<file path="config.mk">
export PLATFORM = sky130hd
export DESIGN_NAME = scrb_ctrl
export DESIGN_NICKNAME = d
export VERILOG_FILES = /design/src/sv/scrb_pkg.sv /design/src/sv/scrb_ctrl.sv
export SDC_FILE = /design/constraint.sdc
export NUM_CORES = 1
export LEC_CHECK = 0
export BUFFER_PORTS_ARGS = -buffer_cell sky130_fd_sc_hd__clkbuf_2
export CAP_MARGIN = 40
export CORE_AREA = 10 10 47 49
export DETAILED_ROUTE_END_ITERATION = 10
export DIE_AREA = 0 0 57 59
export PLACE_DENSITY = 0.56
export SKIP_LAST_GASP = 1
export SLEW_MARGIN = 20
export SYNTH_ARGS = -nofsm -noshare
export SYNTH_HDL_FRONTEND = slang
export SYNTH_SLANG_ARGS = --single-unit
</file>
<file path="constraint.sdc">
create_clock -name clk -period 1.65 [get_ports clk]
set_clock_uncertainty 0.05 [all_clocks]
set_input_delay 0.2475 -clock clk [delete_from_list [all_inputs] [get_ports clk]]
set_output_delay 0.2475 -clock clk [all_outputs]
set_load 0.03 [all_outputs]
</file>
<file path="src/sv/scrb_pkg.sv">
package scrb_pkg;

  // Build-time sizing
  localparam int NUM_RINGS      = 4;
  localparam int SLOTS_PER_RING = 64;
  localparam int HEADER_BYTES   = 16;

  localparam int TOTAL_SLOTS = NUM_RINGS * SLOTS_PER_RING;
  localparam int RING_W      = (NUM_RINGS > 1) ? $clog2(NUM_RINGS) : 1;
  localparam int SLOT_W      = $clog2(SLOTS_PER_RING);
  localparam int IDX_W       = $clog2(TOTAL_SLOTS);
  // Scan position runs 0..4: at most four size registers exist
  localparam int SCAN_W      = 3;
  localparam int SIZE_REGS   = 4;

  // Request codes
  localparam logic [1:0] REQ_ALLOC = 2'd0;
  localparam logic [1:0] REQ_FREE  = 2'd1;
  localparam logic [1:0] REQ_READ  = 2'd2;
  localparam logic [1:0] REQ_NONE  = 2'd3;

  // Result status codes
  localparam logic [2:0] STAT_GRANT     = 3'd0;
  localparam logic [2:0] STAT_FALLBACK  = 3'd1;
  localparam logic [2:0] STAT_RING_FREE = 3'd2;
  localparam logic [2:0] STAT_HEAP_FREE = 3'd3;
  localparam logic [2:0] STAT_COUNTER   = 3'd4;

  // Counter select codes
  localparam logic [3:0] SEL_MISS_BASE = 4'd4;
  localparam logic [3:0] SEL_RECLAIM   = 4'd8;
  localparam logic [3:0] SEL_FALLBACK  = 4'd9;

  // Configuration register indexes
  localparam logic [2:0] CFG_SIZE0   = 3'd0;
  localparam logic [2:0] CFG_SIZE1   = 3'd1;
  localparam logic [2:0] CFG_SIZE2   = 3'd2;
  localparam logic [2:0] CFG_SIZE3   = 3'd3;
  localparam logic [2:0] CFG_RINGS   = 3'd4;
  localparam logic [2:0] CFG_TIMEOUT = 3'd5;

  localparam logic [15:0] RST_SIZE0   = 16'd64;
  localparam logic [15:0] RST_SIZE1   = 16'd256;
  localparam logic [15:0] RST_SIZE2   = 16'd1024;
  localparam logic [15:0] RST_SIZE3   = 16'd4096;
  localparam logic [2:0]  RST_RINGS   = 3'd4;
  localparam logic [7:0]  RST_TIMEOUT = 8'd10;

  typedef struct packed {
    logic [1:0]  req_type;
    logic [15:0] request_bytes;
    logic [31:0] now_seconds;
    logic        buffer_from_ring;
    logic [1:0]  free_ring;
    logic [5:0]  free_slot;
    logic [3:0]  counter_select;
  } in_word_t;

  typedef struct packed {
    logic [2:0]  status;
    logic [1:0]  granted_ring;
    logic [5:0]  granted_slot;
    logic        was_reclaimed;
    logic [15:0] payload_length;
    logic [31:0] counter_value;
  } out_word_t;

  // One slot's bookkeeping as held in the slot RAM
  typedef struct packed {
    logic        busy;
    logic        marked;
    logic [31:0] stamp;
  } slot_ent_t;

  typedef struct packed {
    logic       accept;
    logic       scan_next;
    logic       rd_en;
    logic       grant;
    logic       mark;
    logic       miss;
    logic       fallback;
    logic       free_wr;
    logic       load_out;
    logic [2:0] out_sel;
  } cmd_t;

  typedef struct packed {
    logic [1:0] new_req;
    logic       ring_done;
    logic       ring_fits;
    logic       slot_busy;
    logic       slot_marked;
    logic       expired;
    logic       out_free;
    logic       from_ring;
    logic       free_in_range;
  } sts_t;

endpackage

</file>
<file path="src/sv/scrb_ctrl.sv">
module scrb_ctrl
  import scrb_pkg::*;
(
  input  logic clk,
  input  logic rst_n,
  input  logic in_valid,
  output logic in_stall,
  input  sts_t sts,
  output cmd_t cmd
);

  localparam logic [2:0] S_IDLE = 3'd0;
  localparam logic [2:0] S_SCAN = 3'd1;
  localparam logic [2:0] S_READ = 3'd2;
  localparam logic [2:0] S_FREE = 3'd3;
  localparam logic [2:0] S_CNT  = 3'd4;

  logic [2:0] state_r;
  logic [2:0] state_nxt;

  always_comb begin
    cmd       = '0;
    cmd.out_sel = STAT_GRANT;
    state_nxt = state_r;
    in_stall  = 1'b1;
    case (state_r)
      S_IDLE: begin
        in_stall = 1'b0;
        if (in_valid) begin
          cmd.accept = 1'b1;
          case (sts.new_req)
            REQ_ALLOC: state_nxt = S_SCAN;
            REQ_FREE:  state_nxt = S_FREE;
            REQ_READ:  state_nxt = S_CNT;
            default:   state_nxt = S_IDLE;
          endcase
        end
      end
      S_SCAN: begin
        if (sts.ring_done) begin
          if (sts.out_free) begin
            cmd.fallback = 1'b1;
            cmd.load_out = 1'b1;
            cmd.out_sel  = STAT_FALLBACK;
            state_nxt    = S_IDLE;
          end
        end else if (!sts.ring_fits) begin
          cmd.scan_next = 1'b1;
        end else begin
          cmd.rd_en = 1'b1;
          state_nxt = S_READ;
        end
      end
      S_READ: begin
        if (!sts.slot_busy || (sts.slot_marked && sts.expired)) begin
          // hold the read word until the result register frees up
          if (sts.out_free) begin
            cmd.grant    = 1'b1;
            cmd.load_out = 1'b1;
            cmd.out_sel  = STAT_GRANT;
            state_nxt    = S_IDLE;
          end
        end else if (!sts.slot_marked) begin
          cmd.mark      = 1'b1;
          cmd.scan_next = 1'b1;
          state_nxt     = S_SCAN;
        end else begin
          cmd.miss      = 1'b1;
          cmd.scan_next = 1'b1;
          state_nxt     = S_SCAN;
        end
      end
      S_FREE: begin
        if (sts.out_free) begin
          cmd.free_wr  = sts.from_ring && sts.free_in_range;
          cmd.load_out = 1'b1;
          cmd.out_sel  = sts.from_ring ? STAT_RING_FREE : STAT_HEAP_FREE;
          state_nxt    = S_IDLE;
        end
      end
      S_CNT: begin
        if (sts.out_free) begin
          cmd.load_out = 1'b1;
          cmd.out_sel  = STAT_COUNTER;
          state_nxt    = S_IDLE;
        end
      end
      default: begin
        state_nxt = S_IDLE;
      end
    endcase
  end

  always_ff @(posedge clk) begin
    if (!rst_n) begin
      state_r <= S_IDLE;
    end else begin
      state_r <= state_nxt;
    end
  end

`ifndef NO_ASSERTIONS
  a_load_free: assert property (@(posedge clk) disable iff (!rst_n)
    cmd.load_out |-> sts.out_free)
    else $error("result loaded over a pending word");

  a_one_update: assert property (@(posedge clk) disable iff (!rst_n)
    $onehot0({cmd.grant, cmd.mark, cmd.miss, cmd.fallback, cmd.free_wr}))
    else $error("more than one slot update in a cycle");

  a_read_follows: assert property (@(posedge clk) disable iff (!rst_n)
    cmd.rd_en |=> state_r == S_READ)
    else $error("slot read not followed by decision");

  a_grant_in_read: assert property (@(posedge clk) disable iff (!rst_n)
    cmd.grant |-> (state_r == S_READ) && !sts.ring_done)
    else $error("grant outside a live ring visit");

  a_accept_moves: assert property (@(posedge clk) disable iff (!rst_n)
    cmd.accept && (sts.new_req != REQ_NONE) |=> state_r != S_IDLE)
    else $error("accepted request dropped");
`endif

endmodule

</file>
==> reports/metrics.csv, run 1 <==
metric,value,unit
Core Box Area,0.00140,mm²
CTS root buffer,clkbuf_4,
Hold Fails Final Rpt,0,
Post-Synthesis Cells,51,
DRT antenna net count,0,
fin nets,104,
"Cell Area, Synth",389,µm²
# DRC,0,
Skew-Pair Late Insertion Delay,0.23,ns
flop-to-flop setup slack,0.06,ns
number of max-cap violations,0,
crit-path cells,buf_6 > or3_4 > nor2_4 > buf_8,
Max VDD drop,0.000602,V
vias per std cell,5.02,
H-tree Lvls,1,
pwr dens,564,mW/mm²
CTS Buf Count,3,
initial core utilization,0.278,
Regs by FF count,state_r: 3 flops,
layout cell share with drive strength beyond 1,0.689,
first-pass GRT wire length,2.30,mm
startpoint types,flip-flop,
Port Buffers,25,
Post-Syn Area per Cell,7.63,µm²
initial antenna violation count,0,
largest net degree at the start of global routing,9,
"Hold-fix buffers, CTS",0,
status,"complete, no violations",
Final Wtd Congestion,0.806,
Netlist cell types,30,
Initial DRC Count,11,
post-synthesis sequential area ratio,0.154,
"CTS clk-pin slew, worst paths",0.04,ns
Slew @ Worst Pin,0.233,ns
dpl cell area,577,µm²
I/O pins,26,
hpwl dp,1.07,mm
slowest cell on the critical path,or3_4,
worst-path maximum fanout,5,
Top Metal Used,met4,
Slowest Stage Delay on Critical Path,0.39,ns
period utilisation layout,0.994,
most flop-heavy register,state_r,
Die Y,59,µm
Final min period,1.64,ns
critical setup path kind,reg2out,
Synth warnings,0,
CTS tree,built,
dpl cells,94,
gr ovfl total,0,
syn nets,64,
M1 wire length,542,µm
number of synthesized flops with an enable pin,0,
routed wl met2,784,µm
Worst Path Buf+Inv,2,
die width,57,µm
drt total wl,1.42,mm
deepest clock path buffer count,2,
GRT Total Usage,0.0840,
Pins Over Slew Limit,0,
CP Capture Type,output port,
diodes inserted,0,
type of the tightest min-delay check,in2reg,
Crit path max-delay family,simple AND/OR/NAND/NOR gates,
max reg flops,3,
Post-synth ARST share,0,
drt pass-1 iters,4,
number of synthesized register bits,3,
routed wl met3,71,µm
Finished Cell Area,762,µm²
count of final setup violators,0,
Leak Pwr,0.402,nW
Layout Cells excl Fill,106,
CP required,1.35,ns
RSZ-0062 raised after global routing,true,
Sink Count,3,
ys flop type,dfxtp_1,
Final Power,0.000430,W
Routed WL per cell,13.4,µm
Worst slew margin,0.845,
P&R area growth vs syn,95.8,%
setup tns final,0,ns
row count,14,
Fmax,610,MHz
die area,0.00336,mm²
Vias,532,
arrival time worst endpoint,1.34,ns
number of global-route vias before repair,527,
==> worst reg2reg max path: stages, from the launching register on <==
cell and delay [ns]:
dfxtp_4 0.36, buf_6 0.12, buf_4 0.15, or4_4 0.53, nand3_2 0.10, nor2_2 0.04, nor4b_4 0.12
==> cell usage in the layout (no fill, tap or decap), types with 2 or more instances in the layout <==
cell type,Yosys,final
a21o_1,2,2
nand2_1,2,2
nor2_1,4,3
and2_1,3,2
clkbuf_4,0,4
buf_4,1,13
dfxtp_4,0,3
buf_6,0,2
nor4b_2,0,2
nor2b_1,2,2
inv_1,3,3
nor3_1,3,2
nor4b_4,1,2
clkbuf_2,0,19
buf_8,0,2
a21oi_1,4,4
==> path summary, 6_finish.rpt <==
check	from	depth (start not counted)	endpoint
worst max register to register	state_r[2]$_SDFFE_PN0P_	6	state_r[2]$_SDFFE_PN0P_
worst min-delay path	rst_n	3	state_r[0]$_SDFFE_PN0P_
worst max-delay path	state_r[2]$_SDFFE_PN0P_	4	cmd[11]
worst min register to register	state_r[1]$_SDFFE_PN0P_	2	state_r[2]$_SDFFE_PN0P_
==> timing repair <==
action | 4_1_cts | 5_1_grt
setup endpoints to repair | 8 | 8
pin swaps | 1 | 2
gates cloned | 0 | 0
resized for setup | 18 | 16
hold endpoints to repair | 0 | 0
setup buffers | 6 | 2
==> metal layers <==
metal | vias to the layer above | track usage
li1 | 261 | -
met1 | 246 | 0.0883
met2 | 21 | 0.144
met3 | 4 | 0.0258
met4 | 0 | 0.0503
met5 | - | 0
==> report_power, final <==
| part | leakage, nW | internal [W] | total, W | switching (W) |
|---|---|---|---|---|
| Sequential | 0.0267 | 0.0000775 | 0.0000894 | 0.0000118 |
| Combinational | 0.360 | 0.000107 | 0.000212 | 0.000104 |
| Clock | 0.0150 | 0.0000906 | 0.000129 | 0.0000384 |
==> logic make-up after synthesis <==
family	synth area share
and+or+nand+nor	0.556
AOI/OAI and AO/OA	0.215
buffers and inverters	0.0740
DFF	0.154
==> area by class of cell <==
cell class / count / area [µm²]
clock buffer: 4 / 26.3
fill: 139 / 639
inverter: 3 / 11.3
multi-input combinational: 42 / 367
sequential: 3 / 71.3
tap: 16 / 20.0
timing repair buffer: 38 / 267
==> metrics by stage <==
step / hold slack [ns] / utilization / setup slack, ns
floorplan: 0.334 / - / 0.00889
global placement: 0.443 / 0.412 / 0.0698
detailed placement: 0.447 / 0.412 / 0.0777
CTS: 0.198 / 0.509 / -0.0282
global route: 0.218 / 0.544 / -0.0351
finish: 0.199 / 0.544 / 0.0107
==> synth_stat cells, drive strengths merged (2+ instances only) <==
cell,count,area share
a21oi,4,0.051
nor2,5,0.055
nor4b,4,0.13
nor2b,2,0.032
a21o,2,0.039
and2,3,0.048
o21ai,2,0.035
nor3,3,0.039
nor3b,2,0.039
nand2,2,0.019
dfxtp,3,0.15
inv,3,0.029
buf,3,0.045
(Power assumes the default switching activity.)
==> run 2: changes to the inputs <==
BUFFER_PORTS_ARGS = -buffer_cell sky130_fd_sc_hd__buf_4   (was -buffer_cell sky130_fd_sc_hd__clkbuf_2)
CORE_AREA = 2 2 39 41   (was 10 10 47 49)
DIE_AREA = 0 0 41 43   (was 0 0 57 59)
==> reports/metrics.csv, run 2 (synthesis results as in run 1) <==
metric,value,unit,change
"CTS clk-pin slew, worst paths",0.04,ns,about the same
min-delay src,rst_n,,unchanged
Min-Delay Endpoint,state_r[0]$_SDFFE_PN0P_,,unchanged
type of the tightest min-delay check,in2reg,,unchanged
GRT Total Usage,0.168,,was 0.0840
P&R area growth vs syn,94.9,%,was 95.8%
Layout Cells excl Fill,103,,was 106
CTS Buf Count,3,,unchanged
most frequent cells in the layout,"32 x buf_4, 4 x a21oi_1",,"was 19 x clkbuf_2, 13 x buf_4, 4 x a21oi_1, 4 x clkbuf_4"
row count,14,,unchanged
DRT antenna net count,0,,unchanged
Initial DRC Count,2,,was 11
number of max-cap violations,0,,unchanged
period utilisation layout,0.995,,was 0.994
hold path depth,3,,unchanged
Worst slew margin,0.833,,was 0.845
first-pass GRT wire length,2.08,mm,was 2.30 mm
vias per std cell,4.83,,was 5.02
I/O pins,26,,unchanged
CP Capture Type,output port,,unchanged
end-of-flow core utilization,0.548,,was 0.544
H-tree Lvls,1,,unchanged
Port Buffers,25,,unchanged
Max VDD drop,0.000407,V,was 0.000602 V
Sink Count,3,,unchanged
Pins Over Slew Limit,0,,unchanged
worst-path maximum fanout,7,,was 5
Fmax,609,MHz,was 610 MHz
Hold Fails Final Rpt,0,,unchanged
"Hold-fix buffers, CTS",0,,unchanged
number of fill cells,139,,unchanged
CTS tree,built,,unchanged
RSZ-0062 raised after global routing,true,,unchanged
# DRC,0,,unchanged
WHS,0.226,ns,was 0.199 ns
Routed WL per cell,12.6,µm,was 13.4 µm
die area,0.00176,mm²,was 0.00336 mm²
max reg flops,3,,unchanged
hpwl dp,953,µm,was 1.07 mm
initial antenna violation count,0,,unchanged
gr ovfl total,0,,unchanged
number of global-route vias before repair,515,,was 527
"commonest non-fill, non-tap cell in the layout",buf_4,,was clkbuf_2
initial core utilization,0.281,,was 0.278
critical setup path kind,reg2out,,unchanged
layout cell share with drive strength beyond 1,0.678,,was 0.689
Leak Pwr,0.393,nW,was 0.402 nW
flop-to-flop setup slack,0.13,ns,was 0.06 ns
FF-to-FF End,state_r[2]$_SDFFE_PN0P_,,unchanged
drt pass-1 iters,2,,was 4
largest net degree at the start of global routing,10,,was 9
pwr dens,562,mW/mm²,was 564 mW/mm²
most flop-heavy register,state_r,,unchanged
fin nets,101,,was 104
status,"complete, no violations",,unchanged
Vias,498,,was 532
Core Box Area,0.00138,mm²,was 0.00140 mm²
arrival time worst endpoint,1.34,ns,about the same
startpoint types,flip-flop,,unchanged
Regs by FF count,state_r: 3 flops,,unchanged
CTS root buffer,clkbuf_4,,unchanged
Slew @ Worst Pin,0.250,ns,was 0.233 ns
deepest clock path buffer count,2,,unchanged
dpl cells,97,,was 94
diodes inserted,0,,unchanged
Skew-Pair Late Insertion Delay,0.23,ns,about the same
R2R depth,6,,unchanged
CP required,1.35,ns,about the same
Die Y,43,µm,was 59 µm
drt total wl,1.30,mm,was 1.42 mm
Final Wtd Congestion,0.772,,was 0.806
count of final setup violators,0,,unchanged
die width,41,µm,was 57 µm
Final min period,1.64,ns,about the same
Reg2Reg Launch Point,state_r[1]$_SDFFE_PN0P_,,was state_r[2]$_SDFFE_PN0P_
[run 2: critical path, cell delays in order (launching register included)]
cell      delay, ns
dfxtp_4        0.36
buf_4          0.14
nand2b_4       0.10
nor3_4         0.05
or2_2          0.29
buf_4          0.17
[run 2: layer usage]
metal	up-vias	GRT usage	part of all wire
li1	254	-	-
met1	231	0.186	0.36
met2	13	0.300	0.59
met3	0	0	0.050
met4	0	0.0867	0
met5	-	0	0
[run 2: power by group]
part           leakage, nW  internal [W]  switching [W]
Combinational        0.352      0.000105       0.000103
Clock               0.0150     0.0000907      0.0000396
Sequential          0.0264     0.0000779     0.00000958
Total                0.393      0.000274       0.000152
[run 2: how the worst max path moves through the flow]
| stage | from | endpoint | slack, ns | cells after the start |
|---|---|---|---|---|
| floorplan | state_r[0]$_SDFFE_PN0P_ | cmd[11] | 0.009 | 3 |
| global placement | state_r[1]$_SDFFE_PN0P_ | cmd[6] | 0.13 | 5 |
| detailed placement | state_r[1]$_SDFFE_PN0P_ | cmd[6] | 0.14 | 5 |
| CTS | state_r[2]$_SDFFE_PN0P_ | cmd[11] | -0.02 | 4 |
| global route | state_r[2]$_SDFFE_PN0P_ | cmd[10] | -0.05 | 4 |
| finish | state_r[1]$_SDFFE_PN0P_ | cmd[10] | 0.009 | 5 |
[run 2: metrics by stage]
| stage | area [µm²] | worst slack (ns) | setup TNS (ns) | total power [W] |
|---|---|---|---|---|
| 3_5_place_dp | 662 | 0.143 | 0 | 0.000272 |
| 6_report | 758 | 0.00862 | 0 | 0.000426 |
| 3_3_place_gp | 662 | 0.125 | 0 | 0.000272 |
| 4_1_cts | 723 | -0.0222 | -0.0222 | 0.000420 |
| 5_1_grt | 758 | -0.0493 | -0.146 | 0.000461 |
| 2_1_floorplan | 412 | 0.00889 | 0 | 0.000198 |
[run 2: cell type report]
| class | count | area, µm² | share of cell area |
|---|---|---|---|
| clock buffers | 4 | 26.3 | 0.0347 |
| inverters | 3 | 11.3 | 0.0149 |
| multi-input cells | 42 | 358 | 0.472 |
| flip-flops and latches | 3 | 68.8 | 0.0908 |
| well taps | 16 | 20.0 | 0.0264 |
| repair buffers | 35 | 274 | 0.361 |
[run 2: what timing repair did]
item / 4_1_cts / 5_1_grt
resized for setup: 9 / 7
endpoints found under the setup margin: 6 / 7
setup buffers: 0 / 2
pin swaps: 0 / 1
